### src/rtl/core/atp_pkg.sv
// Shared types, character codes and keyword tables of the age text parser.
`timescale 1ns / 1ps
`default_nettype none

package atp_pkg;

    // Default width of one decimal number; values above 2^VALUE_BITS - 1 are out of range.
    localparam int VALUE_BITS_DEF = 31;

    // Result payload width: kind, modifier, three counts and the error code.
    localparam int RESULT_BITS = 104;

    // Character codes.
    localparam logic [7:0] CH_LT    = 8'h3C;
    localparam logic [7:0] CH_GT    = 8'h3E;
    localparam logic [7:0] CH_SPACE = 8'h20;
    localparam logic [7:0] CH_PLUS  = 8'h2B;
    localparam logic [7:0] CH_MINUS = 8'h2D;
    localparam logic [7:0] CH_Y     = 8'h59;
    localparam logic [7:0] CH_M     = 8'h4D;
    localparam logic [7:0] CH_D     = 8'h44;

    // Parser phases, one-hot.
    typedef enum logic [7:0] {
        PH_START = 8'b0000_0001,
        PH_MODSP = 8'b0000_0010,
        PH_NUM   = 8'b0000_0100,
        PH_UNIT  = 8'b0000_1000,
        PH_WS    = 8'b0001_0000,
        PH_SIGN  = 8'b0010_0000,
        PH_WORD  = 8'b0100_0000,
        PH_STOP  = 8'b1000_0000
    } t_phase;

    typedef enum logic [2:0] {
        KIND_NONE      = 3'd0,
        KIND_NUMERIC   = 3'd1,
        KIND_CHILD     = 3'd2,
        KIND_INFANT    = 3'd3,
        KIND_STILLBORN = 3'd4
    } t_kind;

    typedef enum logic [1:0] {
        MOD_NONE = 2'd0,
        MOD_LESS = 2'd1,
        MOD_MORE = 2'd2
    } t_mod;

    typedef enum logic [2:0] {
        ERR_OK        = 3'd0,
        ERR_RANGE     = 3'd1,
        ERR_DUP_UNIT  = 3'd2,
        ERR_BAD_UNIT  = 3'd3,
        ERR_BAD_FORM  = 3'd4
    } t_err;

    // One result; the first member sits in the highest bits.
    typedef struct packed {
        t_err        err_code;
        logic [31:0] day_count;
        logic [31:0] month_count;
        logic [31:0] year_count;
        t_mod        modifier;
        t_kind       age_kind;
    } t_result;

    // Keywords, upper case, padded with zeros to sixteen positions.
    localparam logic [7:0] KW_TXT [3][16] = '{
        '{"C", "H", "I", "L", "D", 8'h00, 8'h00, 8'h00,
          8'h00, 8'h00, 8'h00, 8'h00, 8'h00, 8'h00, 8'h00, 8'h00},
        '{"I", "N", "F", "A", "N", "T", 8'h00, 8'h00,
          8'h00, 8'h00, 8'h00, 8'h00, 8'h00, 8'h00, 8'h00, 8'h00},
        '{"S", "T", "I", "L", "L", "B", "O", "R",
          "N", 8'h00, 8'h00, 8'h00, 8'h00, 8'h00, 8'h00, 8'h00}
    };
    localparam logic [3:0] KW_LEN [3] = '{4'd5, 4'd6, 4'd9};

    function automatic logic is_digit(input logic [7:0] b);
        return (b >= 8'h30) && (b <= 8'h39);
    endfunction

    function automatic logic is_wspace(input logic [7:0] b);
        return (b == CH_SPACE) || ((b >= 8'h09) && (b <= 8'h0D));
    endfunction

    function automatic logic [7:0] to_upper(input logic [7:0] b);
        return ((b >= 8'h61) && (b <= 8'h7A)) ? (b - 8'h20) : b;
    endfunction

endpackage

`default_nettype wire

### src/rtl/core/age_text_parser.sv
// Top level of the age text parser: byte-wise parse state and a two-deep result buffer.
`timescale 1ns / 1ps
`default_nettype none

// Channel   Direction  Signals                     Contents
// s_axis    in         tvalid/tready/tdata/tlast   tdata[7:0] text_byte, tlast end_mark
// m_axis    out        tvalid/tready/tdata         one result per text, see tdata below
//
// Every request is handled in the cycle it is accepted, so a new byte can be taken on
// every clock; the parse state registers are updated by one short step of logic per
// byte, the widest part being the times-ten add of the number accumulator.
// The result of an end request is written into an output register, backed by a
// skid register, so the input side keeps running while the output side stalls.
// The input stalls only while both of those registers hold results.
// The synchronous, active-low reset returns the parser to the start of a text and
// empties both result registers.
module age_text_parser
    import atp_pkg::*;
#(
    parameter int VALUE_BITS = VALUE_BITS_DEF
) (
    input  wire                    i_clk,
    input  wire                    i_rst_n,
    input  wire                    i_s_axis_tvalid,
    output logic                   o_s_axis_tready,
    input  wire  [7:0]             i_s_axis_tdata,  // [7:0] text_byte
    input  wire                    i_s_axis_tlast,  // end_mark
    output logic                   o_m_axis_tvalid,
    input  wire                    i_m_axis_tready,
    // [2:0] age_kind, [4:3] modifier, [36:5] year_count, [68:37] month_count,
    // [100:69] day_count, [103:101] error_code
    output logic [RESULT_BITS-1:0] o_m_axis_tdata
);

    localparam int PW = VALUE_BITS + 4;

    // Parse state.
    t_phase                r_phase, n_phase;
    t_mod                  r_mod, n_mod;
    t_err                  r_err, n_err;
    logic [VALUE_BITS-1:0] r_acc, n_acc;
    logic                  r_neg, n_neg;
    logic                  r_ovf, n_ovf;
    logic [VALUE_BITS-1:0] r_year_val, n_year_val;
    logic [VALUE_BITS-1:0] r_month_val, n_month_val;
    logic [VALUE_BITS-1:0] r_day_val, n_day_val;
    logic                  r_year_ok, n_year_ok;
    logic                  r_month_ok, n_month_ok;
    logic                  r_day_ok, n_day_ok;
    logic [2:0]            r_alive, n_alive;
    logic [3:0]            r_pos, n_pos;

    // Result buffer.
    t_result               r_out, n_out;
    t_result               r_skid, n_skid;
    logic                  r_out_valid, n_out_valid;
    logic                  r_skid_valid, n_skid_valid;

    logic                  s_acc;
    logic                  m_take;
    logic                  res_load;
    t_result               res;

    logic [7:0]            b;
    logic [7:0]            ub;
    logic [3:0]            dval;
    logic [VALUE_BITS-1:0] acc_base;
    logic [PW-1:0]         prod;
    logic                  prod_ovf;
    logic                  hit_y, hit_m, hit_d, unit_hit, unit_dup;
    logic [VALUE_BITS-1:0] unit_val;
    logic [2:0]            kw_hit;
    logic                  num_bad;

    assign o_s_axis_tready = !r_skid_valid;
    assign o_m_axis_tvalid = r_out_valid;
    assign o_m_axis_tdata  = r_out;

    assign s_acc    = i_s_axis_tvalid && o_s_axis_tready;
    assign m_take   = r_out_valid && i_m_axis_tready;
    assign res_load = s_acc && i_s_axis_tlast;

    assign b    = i_s_axis_tdata;
    assign ub   = to_upper(b);
    assign dval = b[3:0];

    // Next number value: digits extend the running number only while inside one.
    assign acc_base = (r_phase == PH_NUM) ? r_acc : '0;
    assign prod     = {1'b0, acc_base, 3'b000} + {3'b000, acc_base, 1'b0} + PW'(dval);
    assign prod_ovf = |prod[PW-1:VALUE_BITS];

    assign hit_y    = (ub == CH_Y);
    assign hit_m    = (ub == CH_M);
    assign hit_d    = (ub == CH_D);
    assign unit_hit = hit_y || hit_m || hit_d;
    assign unit_dup = (hit_y && r_year_ok) || (hit_m && r_month_ok) || (hit_d && r_day_ok);
    // A unit letter right after a unit carries no digits and counts as zero.
    assign unit_val = (r_phase == PH_NUM) ? r_acc : '0;

    // A negative sign is only allowed in front of a zero.
    assign num_bad = r_ovf || (r_neg && (r_acc != '0));

    always_comb begin
        for (int k = 0; k < 3; k++) begin
            kw_hit[k] = r_alive[k] && (r_pos < KW_LEN[k]) && (ub == KW_TXT[k][r_pos]);
        end
    end

    // Result of an end request, taken from the state left by the bytes before it.
    always_comb begin
        res.age_kind    = KIND_NONE;
        res.err_code    = r_err;
        res.modifier    = r_mod;
        res.year_count  = r_year_ok  ? 32'(r_year_val)  : '1;
        res.month_count = r_month_ok ? 32'(r_month_val) : '1;
        res.day_count   = r_day_ok   ? 32'(r_day_val)   : '1;
        unique case (r_phase)
            PH_START, PH_MODSP, PH_WORD: begin
                if (r_alive[0] && (r_pos == KW_LEN[0])) begin
                    res.age_kind = KIND_CHILD;
                end else if (r_alive[1] && (r_pos == KW_LEN[1])) begin
                    res.age_kind = KIND_INFANT;
                end else if (r_alive[2] && (r_pos == KW_LEN[2])) begin
                    res.age_kind = KIND_STILLBORN;
                end else begin
                    res.err_code = ERR_BAD_FORM;
                end
            end
            PH_NUM: begin
                if (num_bad) begin
                    res.err_code = ERR_RANGE;
                end else begin
                    res.age_kind = KIND_NUMERIC;
                end
            end
            PH_UNIT: begin
                res.age_kind = KIND_NUMERIC;
            end
            PH_WS, PH_SIGN: begin
                res.err_code = ERR_BAD_UNIT;
            end
            PH_STOP: begin
            end
            default: begin
            end
        endcase
        if (res.err_code != ERR_OK) begin
            res.age_kind = KIND_NONE;
        end
    end

    // Parse state update for one byte, or back to the start on an end request.
    always_comb begin
        n_phase     = r_phase;
        n_mod       = r_mod;
        n_err       = r_err;
        n_acc       = r_acc;
        n_neg       = r_neg;
        n_ovf       = r_ovf;
        n_year_val  = r_year_val;
        n_month_val = r_month_val;
        n_day_val   = r_day_val;
        n_year_ok   = r_year_ok;
        n_month_ok  = r_month_ok;
        n_day_ok    = r_day_ok;
        n_alive     = r_alive;
        n_pos       = r_pos;

        if (s_acc && i_s_axis_tlast) begin
            n_phase    = PH_START;
            n_mod      = MOD_NONE;
            n_err      = ERR_OK;
            n_acc      = '0;
            n_neg      = 1'b0;
            n_ovf      = 1'b0;
            n_year_ok  = 1'b0;
            n_month_ok = 1'b0;
            n_day_ok   = 1'b0;
            n_alive    = 3'b111;
            n_pos      = '0;
        end else if (s_acc) begin
            unique case (r_phase)
                PH_START: begin
                    if ((b == CH_LT) || (b == CH_GT)) begin
                        n_mod   = (b == CH_LT) ? MOD_LESS : MOD_MORE;
                        n_alive = '0;
                        n_phase = PH_MODSP;
                    end else if (is_digit(b)) begin
                        n_acc   = prod[VALUE_BITS-1:0];
                        n_ovf   = prod_ovf;
                        n_neg   = 1'b0;
                        n_phase = PH_NUM;
                    end else begin
                        n_alive = kw_hit;
                        n_pos   = (r_pos == 4'hF) ? r_pos : r_pos + 4'd1;
                        n_phase = PH_WORD;
                    end
                end
                PH_MODSP: begin
                    if (is_digit(b)) begin
                        n_acc   = prod[VALUE_BITS-1:0];
                        n_ovf   = prod_ovf;
                        n_neg   = 1'b0;
                        n_phase = PH_NUM;
                    end else if (b != CH_SPACE) begin
                        n_phase = PH_WORD;
                    end
                end
                PH_WORD: begin
                    n_alive = kw_hit;
                    n_pos   = (r_pos == 4'hF) ? r_pos : r_pos + 4'd1;
                end
                PH_NUM: begin
                    if (is_digit(b)) begin
                        n_acc = prod[VALUE_BITS-1:0];
                        n_ovf = r_ovf || prod_ovf;
                    end else if (num_bad) begin
                        n_err   = ERR_RANGE;
                        n_phase = PH_STOP;
                    end else if (!unit_hit) begin
                        n_err   = ERR_BAD_UNIT;
                        n_phase = PH_STOP;
                    end else if (unit_dup) begin
                        n_err   = ERR_DUP_UNIT;
                        n_phase = PH_STOP;
                    end else begin
                        n_year_ok   = r_year_ok || hit_y;
                        n_month_ok  = r_month_ok || hit_m;
                        n_day_ok    = r_day_ok || hit_d;
                        n_year_val  = hit_y ? unit_val : r_year_val;
                        n_month_val = hit_m ? unit_val : r_month_val;
                        n_day_val   = hit_d ? unit_val : r_day_val;
                        n_phase     = PH_UNIT;
                    end
                end
                PH_UNIT: begin
                    if (b == CH_SPACE) begin
                        n_phase = PH_UNIT;
                    end else if (is_digit(b)) begin
                        n_acc   = prod[VALUE_BITS-1:0];
                        n_ovf   = prod_ovf;
                        n_neg   = 1'b0;
                        n_phase = PH_NUM;
                    end else if (is_wspace(b)) begin
                        n_acc   = '0;
                        n_neg   = 1'b0;
                        n_ovf   = 1'b0;
                        n_phase = PH_WS;
                    end else if ((b == CH_PLUS) || (b == CH_MINUS)) begin
                        n_acc   = '0;
                        n_neg   = (b == CH_MINUS);
                        n_ovf   = 1'b0;
                        n_phase = PH_SIGN;
                    end else begin
                        n_acc = '0;
                        n_neg = 1'b0;
                        n_ovf = 1'b0;
                        if (!unit_hit) begin
                            n_err   = ERR_BAD_UNIT;
                            n_phase = PH_STOP;
                        end else if (unit_dup) begin
                            n_err   = ERR_DUP_UNIT;
                            n_phase = PH_STOP;
                        end else begin
                            n_year_ok   = r_year_ok || hit_y;
                            n_month_ok  = r_month_ok || hit_m;
                            n_day_ok    = r_day_ok || hit_d;
                            n_year_val  = hit_y ? unit_val : r_year_val;
                            n_month_val = hit_m ? unit_val : r_month_val;
                            n_day_val   = hit_d ? unit_val : r_day_val;
                            n_phase     = PH_UNIT;
                        end
                    end
                end
                PH_WS: begin
                    if (is_wspace(b)) begin
                        n_phase = PH_WS;
                    end else if ((b == CH_PLUS) || (b == CH_MINUS)) begin
                        n_neg   = (b == CH_MINUS);
                        n_phase = PH_SIGN;
                    end else if (is_digit(b)) begin
                        n_acc   = prod[VALUE_BITS-1:0];
                        n_ovf   = prod_ovf;
                        n_phase = PH_NUM;
                    end else begin
                        n_err   = ERR_BAD_UNIT;
                        n_phase = PH_STOP;
                    end
                end
                PH_SIGN: begin
                    if (is_digit(b)) begin
                        n_acc   = prod[VALUE_BITS-1:0];
                        n_ovf   = prod_ovf;
                        n_phase = PH_NUM;
                    end else begin
                        n_err   = ERR_BAD_UNIT;
                        n_phase = PH_STOP;
                    end
                end
                PH_STOP: begin
                    n_phase = PH_STOP;
                end
                default: begin
                    n_phase = PH_STOP;
                end
            endcase
        end
    end

    // Output register with a skid register behind it.
    always_comb begin
        n_out        = r_out;
        n_skid       = r_skid;
        n_out_valid  = r_out_valid;
        n_skid_valid = r_skid_valid;
        if (!r_out_valid || m_take) begin
            if (r_skid_valid) begin
                n_out        = r_skid;
                n_out_valid  = 1'b1;
                n_skid_valid = 1'b0;
            end else begin
                n_out       = res;
                n_out_valid = res_load;
            end
        end else if (res_load) begin
            n_skid       = res;
            n_skid_valid = 1'b1;
        end
    end

    always_ff @(posedge i_clk) begin
        if (!i_rst_n) begin
            r_phase      <= PH_START;
            r_mod        <= MOD_NONE;
            r_err        <= ERR_OK;
            r_neg        <= 1'b0;
            r_ovf        <= 1'b0;
            r_year_ok    <= 1'b0;
            r_month_ok   <= 1'b0;
            r_day_ok     <= 1'b0;
            r_alive      <= 3'b111;
            r_pos        <= '0;
            r_out_valid  <= 1'b0;
            r_skid_valid <= 1'b0;
        end else begin
            r_phase      <= n_phase;
            r_mod        <= n_mod;
            r_err        <= n_err;
            r_neg        <= n_neg;
            r_ovf        <= n_ovf;
            r_year_ok    <= n_year_ok;
            r_month_ok   <= n_month_ok;
            r_day_ok     <= n_day_ok;
            r_alive      <= n_alive;
            r_pos        <= n_pos;
            r_out_valid  <= n_out_valid;
            r_skid_valid <= n_skid_valid;
        end
    end

    always_ff @(posedge i_clk) begin
        r_acc       <= n_acc;
        r_year_val  <= n_year_val;
        r_month_val <= n_month_val;
        r_day_val   <= n_day_val;
        r_out       <= n_out;
        r_skid      <= n_skid;
    end

    // The skid register only fills behind a held output register.
    a_skid_behind_out: assert property (@(posedge i_clk) disable iff (!i_rst_n)
        r_skid_valid |-> r_out_valid)
        else $error("skid register holds a result while the output register is empty");

    // A reported error always comes with an unrecognized kind.
    a_err_kind: assert property (@(posedge i_clk) disable iff (!i_rst_n)
        (r_out_valid && (r_out.err_code != ERR_OK)) |-> (r_out.age_kind == KIND_NONE))
        else $error("result carries an error together with a recognized kind");

    // An end request always returns the parser to the start of a text.
    a_end_restarts: assert property (@(posedge i_clk) disable iff (!i_rst_n)
        (s_acc && i_s_axis_tlast) |=> ((r_phase == PH_START) && (r_err == ERR_OK)))
        else $error("parser did not restart after an end request");

    // A stored error always freezes the parse.
    a_err_stops: assert property (@(posedge i_clk) disable iff (!i_rst_n)
        (r_err != ERR_OK) |-> (r_phase == PH_STOP))
        else $error("error stored while the parser keeps running");

endmodule

`default_nettype wire

### config.mk
export PLATFORM = sky130hd
export DESIGN_NAME = age_text_parser
export DESIGN_NICKNAME = d
export VERILOG_FILES = /design/src/rtl/core/atp_pkg.sv /design/src/rtl/core/age_text_parser.sv
export SDC_FILE = /design/constraint.sdc
export NUM_CORES = 1
export LEC_CHECK = 0
export BUFFER_PORTS_ARGS = -buffer_cell sky130_fd_sc_hd__buf_2
export CAP_MARGIN = 20
export CELL_PAD_IN_SITES_DETAIL_PLACEMENT = 1
export CELL_PAD_IN_SITES_GLOBAL_PLACEMENT = 1
export CORE_MARGIN = 10
export CORE_UTILIZATION = 56
export CTS_BUF_LIST = sky130_fd_sc_hd__clkbuf_8
export DETAILED_ROUTE_END_ITERATION = 6
export MAX_ROUTING_LAYER = met4
export PLACE_DENSITY_LB_ADDON = 0.1
export SLEW_MARGIN = 20
export SYNTH_ARGS = -nofsm -noshare
export SYNTH_HDL_FRONTEND = slang
export SYNTH_SLANG_ARGS = --single-unit
### constraint.sdc
create_clock -name i_clk -period 11.96 [get_ports i_clk]
set_clock_uncertainty 0.1 [all_clocks]
set_input_delay 0.598 -clock i_clk [delete_from_list [all_inputs] [get_ports i_clk]]
set_output_delay 0.598 -clock i_clk [all_outputs]
set_load 0.02 [all_outputs]
# Word-level counts from Yosys, hierarchy flattened
# Memories as Yosys holds them, arrays and structs flattened.
# Index checks and enable logic that the tools add are counted.
[totals]
register_bits = 359
mem_bits_ro = 384
inputBits = 13
out_inout_bits = 106
wordCells = 288
n_memories = 3
[memory_table]
columns = ["memory", "words", "width", "rd", "rd_clocked_by_memory_dff", "write_ports", "line", "rtl"]
rows = [
  ["(no name shown)", 16, 8, 1, 0, 0, "age_text_parser.sv:105", "kw_hit[k] = r_alive[k] && (r_pos < KW_LEN[k]) && (ub == KW_TXT[k][r_pos]);"],
  ["(no name shown)", 16, 8, 1, 0, 0, "age_text_parser.sv:105", ""],
  ["(no name shown)", 16, 8, 1, 0, 0, "age_text_parser.sv:105", ""],
]
[classes]
add_sub_neg = 4
n_lt_le_gt_ge = 10
n_eq_ne = 37
n_mux = 141
n_bitwise = 5
n_reduce_logical = 60
[op_table]
columns = ["op", "count"]
rows = [
  ["31-bit 2-to-1 mux", 34],
  ["31-bit one-hot mux with 2 select lines", 3],
  ["8-bit 2-to-1 mux", 20],
  ["31-bit one-hot mux with 4 select lines", 1],
  ["104-bit 2-to-1 mux", 1],
  ["32-bit 2-to-1 mux", 3],
  ["3-bit 2-to-1 mux", 21],
  ["8-bit one-hot mux with 7 select lines", 1],
  ["8-bit by 6-bit == test with 1-bit output, second input constant", 6],
  ["1-bit 2-to-1 mux", 41],
  ["34-bit by 32-bit adder with 35-bit output", 1],
  ["35-bit by 4-bit adder with 35-bit output", 1],
  ["8-bit by 7-bit == test with 1-bit output, second input constant", 4],
  ["31-bit nonzero test", 1],
  ["8-bit == test", 3],
  ["2-bit inequality test, second input constant", 11],
  ["1-bit logical AND", 19],
  ["3-bit one-hot mux with 3 select lines", 2],
  ["9-bit AND reduction", 2],
  ["7-bit 2-to-1 mux", 2],
  ["1-bit logical OR", 13],
  ["4-bit 2-to-1 mux", 3],
  ["3-bit one-hot mux with 4 select lines", 1],
  ["6-bit AND reduction", 2],
  ["42 further kinds", 61],
]

# Logic depth before layout (Yosys ltp)
# Gate-level depths: netlist (run 1).
[depth]
ltp_word = 14
mapped_depth = 17
mapped_depth_nobuf = 14

# Worst setup path before layout (run 1)
# No wires, ideal clock.
[synth_path]
path_kind = "input-to-reg"
start = "input i_m_axis_tready"
end = "register r_skid[0] (netlist bit), enable pin"
setup_time_ps = 1029
t_arrival_ps = 7301
t_required_ps = 10831
setup_slack_ps = 3530
cell_stages = 2
path_buffers = 0
path_cell_list = "nand2b_1 > nor2_1"
[synth_between]
elab_chain_len = 4
[synth_rtl]
columns = ["element", "line", "rtl"]
rows = [
  ["start, declared", "age_text_parser.sv:29", "input wire i_m_axis_tready,"],
  ["1-bit logical AND", "age_text_parser.sv:80", "assign m_take = r_out_valid && i_m_axis_tready;"],
  ["1-bit logical OR", "age_text_parser.sv:316", "if (!r_out_valid || m_take) begin"],
  ["1-bit NOT (no source line)", "-", ""],
  ["2-bit AND reduction (no source line)", "-", ""],
  ["end signal, assigned", "age_text_parser.sv:367", "r_skid <= n_skid;"],
  ["end, declared", "age_text_parser.sv:55", "t_result r_skid, n_skid;"],
]
# Every way passes these cells.
# A chain may end at the register's enable or synchronous reset.

# Final worst setup path (run 1)
[layout_path]
start = "register r_phase[7]"
end = "register r_acc[19]"
[layout_between]
elab_chain_len = 8
elab_cells_between_ends = 23
classes_between = "add/sub: 2; eq/ne: 10; mux: 8; reduce/logical: 3"
[layout_rtl]
columns = ["element", "line", "rtl"]
rows = [
  ["start, declared", "age_text_parser.sv:38", "t_phase r_phase, n_phase;"],
  ["start signal, assigned", "age_text_parser.sv:346", "r_phase <= n_phase;"],
  ["8-bit by 3-bit == test with 1-bit output *", "age_text_parser.sv:88", "assign acc_base = (r_phase == PH_NUM) ? r_acc : '0;"],
  ["31-bit 2-to-1 mux *", "age_text_parser.sv:88", ""],
  ["named net acc_base[13]", "age_text_parser.sv:67", "logic [VALUE_BITS-1:0] acc_base;"],
  ["34-bit by 32-bit adder with 35-bit output *", "age_text_parser.sv:89", "assign prod = {1'b0, acc_base, 3'b000} + {3'b000, acc_base, 1'b0} + PW'(dval);"],
  ["35-bit by 4-bit adder with 35-bit output *", "age_text_parser.sv:89", ""],
  ["31-bit 2-to-1 mux", "-", ""],
  ["31-bit 2-to-1 mux", "age_text_parser.sv:278", "end else if ((b == CH_PLUS) || (b == CH_MINUS)) begin"],
  ["31-bit 2-to-1 mux", "age_text_parser.sv:276", "if (is_wspace(b)) begin"],
  ["31-bit one-hot mux with 4 select lines *", "age_text_parser.sv:182", "unique case (r_phase)"],
  ["end signal, assigned", "age_text_parser.sv:362", "r_acc <= n_acc;"],
  ["end, declared", "age_text_parser.sv:41", "logic [VALUE_BITS-1:0] r_acc, n_acc;"],
]
# Mark *: on every way through the listed nets, which the timed path passes. The rest lies on a longest branch. The select of a mux whose other input is x is not followed.

==> results of run 1 <==
flip-flops by register name, summed over array words and instances (netlist names):
signal / cells
r_err: 3
r_year_ok: 1
o_m_axis_tdata: 104
r_alive: 3
r_skid: 104
r_month_ok: 1
r_pos: 4
r_skid_valid: 1
r_neg: 1
r_phase: 8
r_year_val: 31
r_acc: 31
r_ovf: 1
r_day_val: 31
r_day_ok: 1
r_month_val: 31
r_mod: 2
o_m_axis_tvalid: 1
cell type report:
class,count,area [um^2],area share (%)
multi-input cells,870,6290,33.5
flip-flops and latches,359,10200,54.3
inverters,33,125,0.666
repair buffers,130,688,3.67
well taps,390,488,2.60
clock inverters,45,228,1.21
clock buffers,55,757,4.03
worst min-delay path by stage:
stage | from | end | slack (ps)
final | i_rst_n | r_skid_valid | 220
after global routing | i_rst_n | r_skid_valid | 200
after CTS | i_rst_n | r_skid_valid | 200
after detailed placement | r_mod[0] | r_skid[3] | 360
after global placement | r_mod[1] | r_skid[4] | 340
after floorplan | r_mod[0] | r_skid[3] | 330
kinds of logic (layout without fill, tap and decap cells):
kind of cell | Yosys count | in the layout
muxes | 106 | 106
AOI/OAI and AO/OA | 254 | 254
and+or+nand+nor | 412 | 412
adders and majority gates | 70 | 70
DFF | 359 | 359
buffers and inverters | 94 | 263
xor gates and xnor gates | 28 | 28
per-stage QoR:
step	cell area, um^2	util (%)	cells	setup slack, ps	hold slack (ps)
after floorplan	16800	-	1323	3530	326
after global placement	17800	60.0	1781	7040	343
after detailed placement	17800	60.0	1782	7280	355
after CTS	18800	63.3	1882	7240	204
after global routing	18800	63.3	1882	6810	200
final	18800	63.3	1882	7210	217
power by group through the flow:
stage	clock [W]	sequential (W)	combinational [W]
after CTS	0.000958	0.00135	0.0000812
after detailed placement	0	0.00138	0.0000805
after global routing	0.00102	0.00135	0.0000899
final	0.000948	0.00135	0.0000811
after floorplan	0	0.00138	0.0000548
after global placement	0	0.00138	0.0000778
layer usage:
layer | routed length, um | GRT usage [%] | share of wire, % | vias to the layer above
met4 | 644 | 5.35 | 1.4 | 0
met2 | 22800 | 39.8 | 49 | 353
li1 | - | - | - | 5233
met5 | 0 | - | 0 | -
met1 | 21200 | 33.7 | 45 | 5883
met3 | 2320 | 3.28 | 5.0 | 55
cells in the mapped netlist (5+ instances only):
cell | n | area [um^2]
nor4_1 | 12 | 75.1
xnor2_1 | 18 | 158
nand4_1 | 14 | 87.6
nand3_1 | 17 | 85.1
dfxtp_1 | 58 | 1160
o211ai_1 | 6 | 45.0
ha_1 | 69 | 863
mux2_2 | 102 | 1150
a22o_1 | 5 | 43.8
o21ai_0 | 57 | 285
or3_1 | 16 | 100
inv_1 | 31 | 116
a22oi_1 | 13 | 97.6
nand2_1 | 70 | 263
a211oi_1 | 8 | 60.1
a32o_1 | 5 | 50.1
edfxtp_1 | 301 | 9040
or4_1 | 10 | 75.1
nor2_1 | 79 | 297
xor2_1 | 10 | 87.6
o21a_1 | 11 | 82.6
o21bai_1 | 6 | 45.0
and2_1 | 35 | 219
nor2b_1 | 6 | 37.5
o221ai_1 | 5 | 43.8
a21o_1 | 9 | 67.6
nor3_1 | 20 | 100
a32oi_1 | 5 | 43.8
o31ai_1 | 7 | 52.6
a21oi_1 | 69 | 345
nand2b_1 | 105 | 657
clkbuf_1 | 53 | 199
a31oi_1 | 5 | 31.3
worst max-delay path: stages, from the launching register on:
cell and delay (ps):
dfxtp_1 380, nor4_2 410, and4b_1 730, buf_8 250
and2_1 330, ha_1 300, ha_1 420, a21oi_1 270
o21ai_0 150, nor2_1 300, a21oi_1 200, o21a_1 210
or3_1 320, a32o_1 260
placed cells by master (no fill, tap or decap), types with 7 or more instances in the layout:
cell type / count
a211oi_1: 8
a21o_1: 9
a21oi_1: 69
a22oi_1: 13
and2_1: 36
buf_2: 118
buf_4: 11
clkbuf_8: 55
clkinv_1: 16
clkinv_2: 7
dfxtp_1: 57
edfxtp_1: 301
ha_1: 69
inv_1: 52
mux2_2: 102
nand2_1: 70
nand2b_1: 104
nand3_1: 17
nand4_1: 14
nor2_1: 75
nor3_1: 20
nor4_1: 11
o21a_1: 11
o21ai_0: 57
o31ai_1: 7
or3_1: 16
or4_1: 9
xnor2_1: 18
xor2_1: 10
==> reports/results.txt, run 1 <==
Fin crit period: 4750 ps
Seq/Total Area, Yosys: 60.6%
Vias per cell: 6.12
Sequential power share: 56.8%
Synth Area in Compound Gates: 10.0%
CTS root buffer: clkbuf_8
Worst path required time: 12340 ps
CTS H-tree lvls: 2
GPL Wtd Cong: 0.922
Fmax achieved: 210 MHz
Global-route wire length before repair: 72800 um
Simple-gate share of the synthesized area: 13.4%
Hold-fix buffers, CTS: 0
Antenna fix cells: 0
DRT Pass-1 Iters: 5
Hold Path Depth: 2
Post-DP HPWL: 30600 um
EDFF count, synth: 301
Post_cts resized: 0
Initial DRC count: 1237
Vias in the first global route: 11800
IO Port Bufs: 118
Crit. Startpoint: r_phase[7]
Clock network fraction of total power: 39.8%
Cells after Synth: 1323
Flop2flop setup slack: 7210 ps
DRC violations left: 0
Largest net degree at the start of global routing: 81
Clock sink total: 359
Worst rel slew slack: 25.3%
Ys Warns: 0
Nets@finish: 1532
Cell Int Power: 0.00182 W
Share of layout cells above drive strength 1: 21.5%
Mapped Nets: 1406
Wire length per cell: 24.9 um
Synth-to-Final Area Change: 11.5%
Status: complete, no violations
Ys flop type: edfxtp_1
CP Capture Type: flip-flop
Total congestion overflow: 0
CTS Buf Count: 55
Number of I/O pins: 119
Reg2reg path depth: 13
#FFs+latches synth: 359
Fill cell count: 2987
Clock Latency Late Sink: 600 ps
End of the critical path: r_acc[19]
Worst R2R Start: r_phase[7]
CTS tree: yes
Initial Utilization: 56.8%
Worst-path clk slew: 60 ps
Detail Route Antenna Nets: 0
Core Footprint: 0.0296 mm^2
Initial antenna violation count: 0
Largest buffer count on any clock path: 3
Largest vdd supply drop: 0.0000798 V
Tightest Hold Check Type: in2reg
Max Slew Vio Count: 0
Async set-reset flop share out of synthesis: 0%
Leak Pwr: 6.25 nW
Arr. time, crit path: 5130 ps
Post-synth cell types: 77
Row cnt: 63
Max cap viols: 0
Synthesized cell area: 0.0168 mm^2
WL final: 46900 um
CP max FO: 18
Gr usage total: 25.0%
Die Y: 193 um
Final Cycle Share: 39.7%
RSZ-0062 raised after global routing: false
Mux cell area share after synthesis: 7.06%
RR Endpoint: r_acc[19]
Largest family of logic cells by synthesized area: simple AND/OR/NAND/NOR gates
Final hold vios: 0
Comb pwr share: 3.4%
Startpoint Class: flip-flop
Post-Synth Adder-Cell Area: 5.25%
Overall power: 0.00238 W
Sw frac: 23.4%
Syn Area/Cell: 12.7 um^2
Power per cell area: 127 mW/mm^2
Die W: 193 um
Full die area: 0.0374 mm^2
Worst setup path class: reg2reg
Setup TNS Final: 0 ps
Sw Pwr: 0.000558 W
Via Count: 11500
Xor/xnor cell area share of the yosys netlist: 1.46%
Measured slew at the worst slew-check pin: 1120 ps
# setup viols final: 0
Post-CTS setup repair buffer count: 0
Note: power is estimated with default switching activity, not from simulation.
==> run 2: changes to the inputs <==
--- a/config.mk
+++ b/config.mk
@@ -10,7 +10,7 @@
 export CELL_PAD_IN_SITES_DETAIL_PLACEMENT = 1
 export CELL_PAD_IN_SITES_GLOBAL_PLACEMENT = 1
 export CORE_MARGIN = 10
-export CORE_UTILIZATION = 56
+export CORE_UTILIZATION = 52
 export CTS_BUF_LIST = sky130_fd_sc_hd__clkbuf_8
 export DETAILED_ROUTE_END_ITERATION = 6
 export MAX_ROUTING_LAYER = met4
==> constraint.sdc (replaced) <==
create_clock -name i_clk -period 4.8 [get_ports i_clk]
set_clock_uncertainty 0.1 [all_clocks]
set_input_delay 0.24 -clock i_clk [delete_from_list [all_inputs] [get_ports i_clk]]
set_output_delay 0.24 -clock i_clk [all_outputs]
set_load 0.02 [all_outputs]
==> reports/results.txt, run 2 (synthesized netlist as in run 1, its figures left out) <==
Status: complete, no violations
Final Cycle Share: 91.8%
Global-route wire length before repair: 69200 um
Via Count: 11300
Nets@finish: 1555
Worst path required time: 5220 ps
Clock network fraction of total power: 40.9%
Top layer in use: met4
RSZ-0062 raised after global routing: false
Initial Utilization: 53.1%
Largest net degree at the start of global routing: 73
Wire length per cell: 23.0 um
DRC violations left: 0
DRT Pass-1 Iters: 5
Startpoint Class: flip-flop
Vias in the first global route: 11800
Power per cell area: 317 mW/mm^2
Reg2reg path depth: 14
# setup viols final: 0
Full die area: 0.0400 mm^2
Total congestion overflow: 0
Most common cell after layout, fill and taps aside: edfxtp_1
Critical Path Max Stage Delay: 410 ps
Sw frac: 22.4%
IO Port Bufs: 118
Worst rel slew slack: 29.3%
Cell Int Power: 0.00469 W
Critical-path top delay cell: ha_1
Clock sink total: 359
Worst-path clk slew: 70 ps
Flop2flop setup slack: 390 ps
Clock Latency Late Sink: 630 ps
CTS tree: yes
Max Slew Vio Count: 0
WL final: 44200 um
Gr usage total: 22.8%
Row cnt: 65
Setup TNS Final: 0 ps
Initial antenna violation count: 2
Initial DRC count: 692
Vias per cell: 5.88
Crit path cell chain: nor4_4, and4b_1, buf_4, buf_4, and2_1, ha_1, ha_1, nand4_1, nor4_1, o2111ai_1, a31oi_1, o21ai_0, a21o_1, a32o_1
Number of I/O pins: 119
Die Y: 200 um
GPL Wtd Cong: 0.901
Measured slew at the worst slew-check pin: 1060 ps
CTS root buffer: clkbuf_8
Commonest cells after routing, fill and taps aside: 301 x edfxtp_1, 118 x buf_2, 104 x nand2b_1
Fin crit period: 4410 ps
Post-DP HPWL: 30900 um
Leak Pwr: 6.43 nW
Arr. time, crit path: 4820 ps
Sequential power share: 55.7%
Die W: 200 um
Fill cell count: 3231
CP Capture Type: flip-flop
CTS H-tree lvls: 2
Hold Path Depth: 4
Detail Route Antenna Nets: 0
Tightest Hold Check Type: in2reg
Max cap viols: 0
Met1 WL: 21000 um
Share of layout cells above drive strength 1: 23.0%
Final hold vios: 0
Core Footprint: 0.0317 mm^2
Largest buffer count on any clock path: 3
CTS Buf Count: 56
Synth-to-Final Area Change: 13.5%
Routed wl met3: 2100 um
Comb pwr share: 3.5%
CP max FO: 20
Worst setup path class: reg2reg
Overall power: 0.00605 W
Fmax achieved: 227 MHz
Largest vdd supply drop: 0.000202 V
Sw Pwr: 0.00136 W
Antenna fix cells: 0
Metal2 WL: 20500 um
[run 2: worst paths after layout]
kind                startpoint    endpoint
min          i_s_axis_tdata[3]  r_alive[2]
max                 r_phase[7]   r_acc[30]
min reg2reg           r_mod[0]   r_skid[3]
max reg2reg         r_phase[7]   r_acc[30]
[run 2: through the flow]
stage | hold WS, ps | instances | utilization (%) | area [um^2] | setup WS (ps)
after CTS | 52.3 | 1920 | 60.1 | 19100 | 304
after global routing | 103 | 1922 | 60.2 | 19100 | 24.7
final | 107 | 1922 | 60.2 | 19100 | 392
after floorplan | 294 | 1323 | - | 16800 | 230
after global placement | 357 | 1808 | 56.5 | 17900 | 512
after detailed placement | 354 | 1808 | 56.5 | 17900 | 377
[run 2: cell type report]
cell class	instances	area, um^2	area share (%)
timing repair buffer	152	886	4.64
multi-input combinational	870	6290	33.0
clock inverter	39	171	0.897
tap	402	503	2.63
clock buffer	67	922	4.83
sequential	359	10200	53.4
inverter	33	125	0.655
[run 2: what timing repair did]
action,in CTS,in global routing
endpoints found under the setup margin,0,3
gates resized for setup,0,1
endpoints found under the hold margin,8,0
hold buffers,6,0
buffers inserted,0,2
[run 2: critical path, delay by kind of cell (launching register included)]
| kind | cells | cell delay (ps) |
|---|---|---|
| AOI/OAI and AO/OA | 5 | 1210 |
| buffers and inverters | 2 | 490 |
| and+or+nand+nor | 5 | 1430 |
| DFF | 1 | 400 |
| adders and majority gates | 2 | 680 |
[run 2: layer usage]
metal,vias to the layer above,track usage [%]
li1,5293,-
met1,5670,31.6
met2,288,35.0
met3,51,3.25
met4,0,5.52
met5,-,-
[run 2: power by group through the flow]
stage,Clock (W),Combinational (W),Sequential [W]
final,0.00247,0.000209,0.00337
after CTS,0.00254,0.000209,0.00337
after global routing,0.00265,0.000231,0.00337
after detailed placement,0,0.000203,0.00343
after global placement,0,0.000199,0.00343
after floorplan,0,0.000137,0.00344
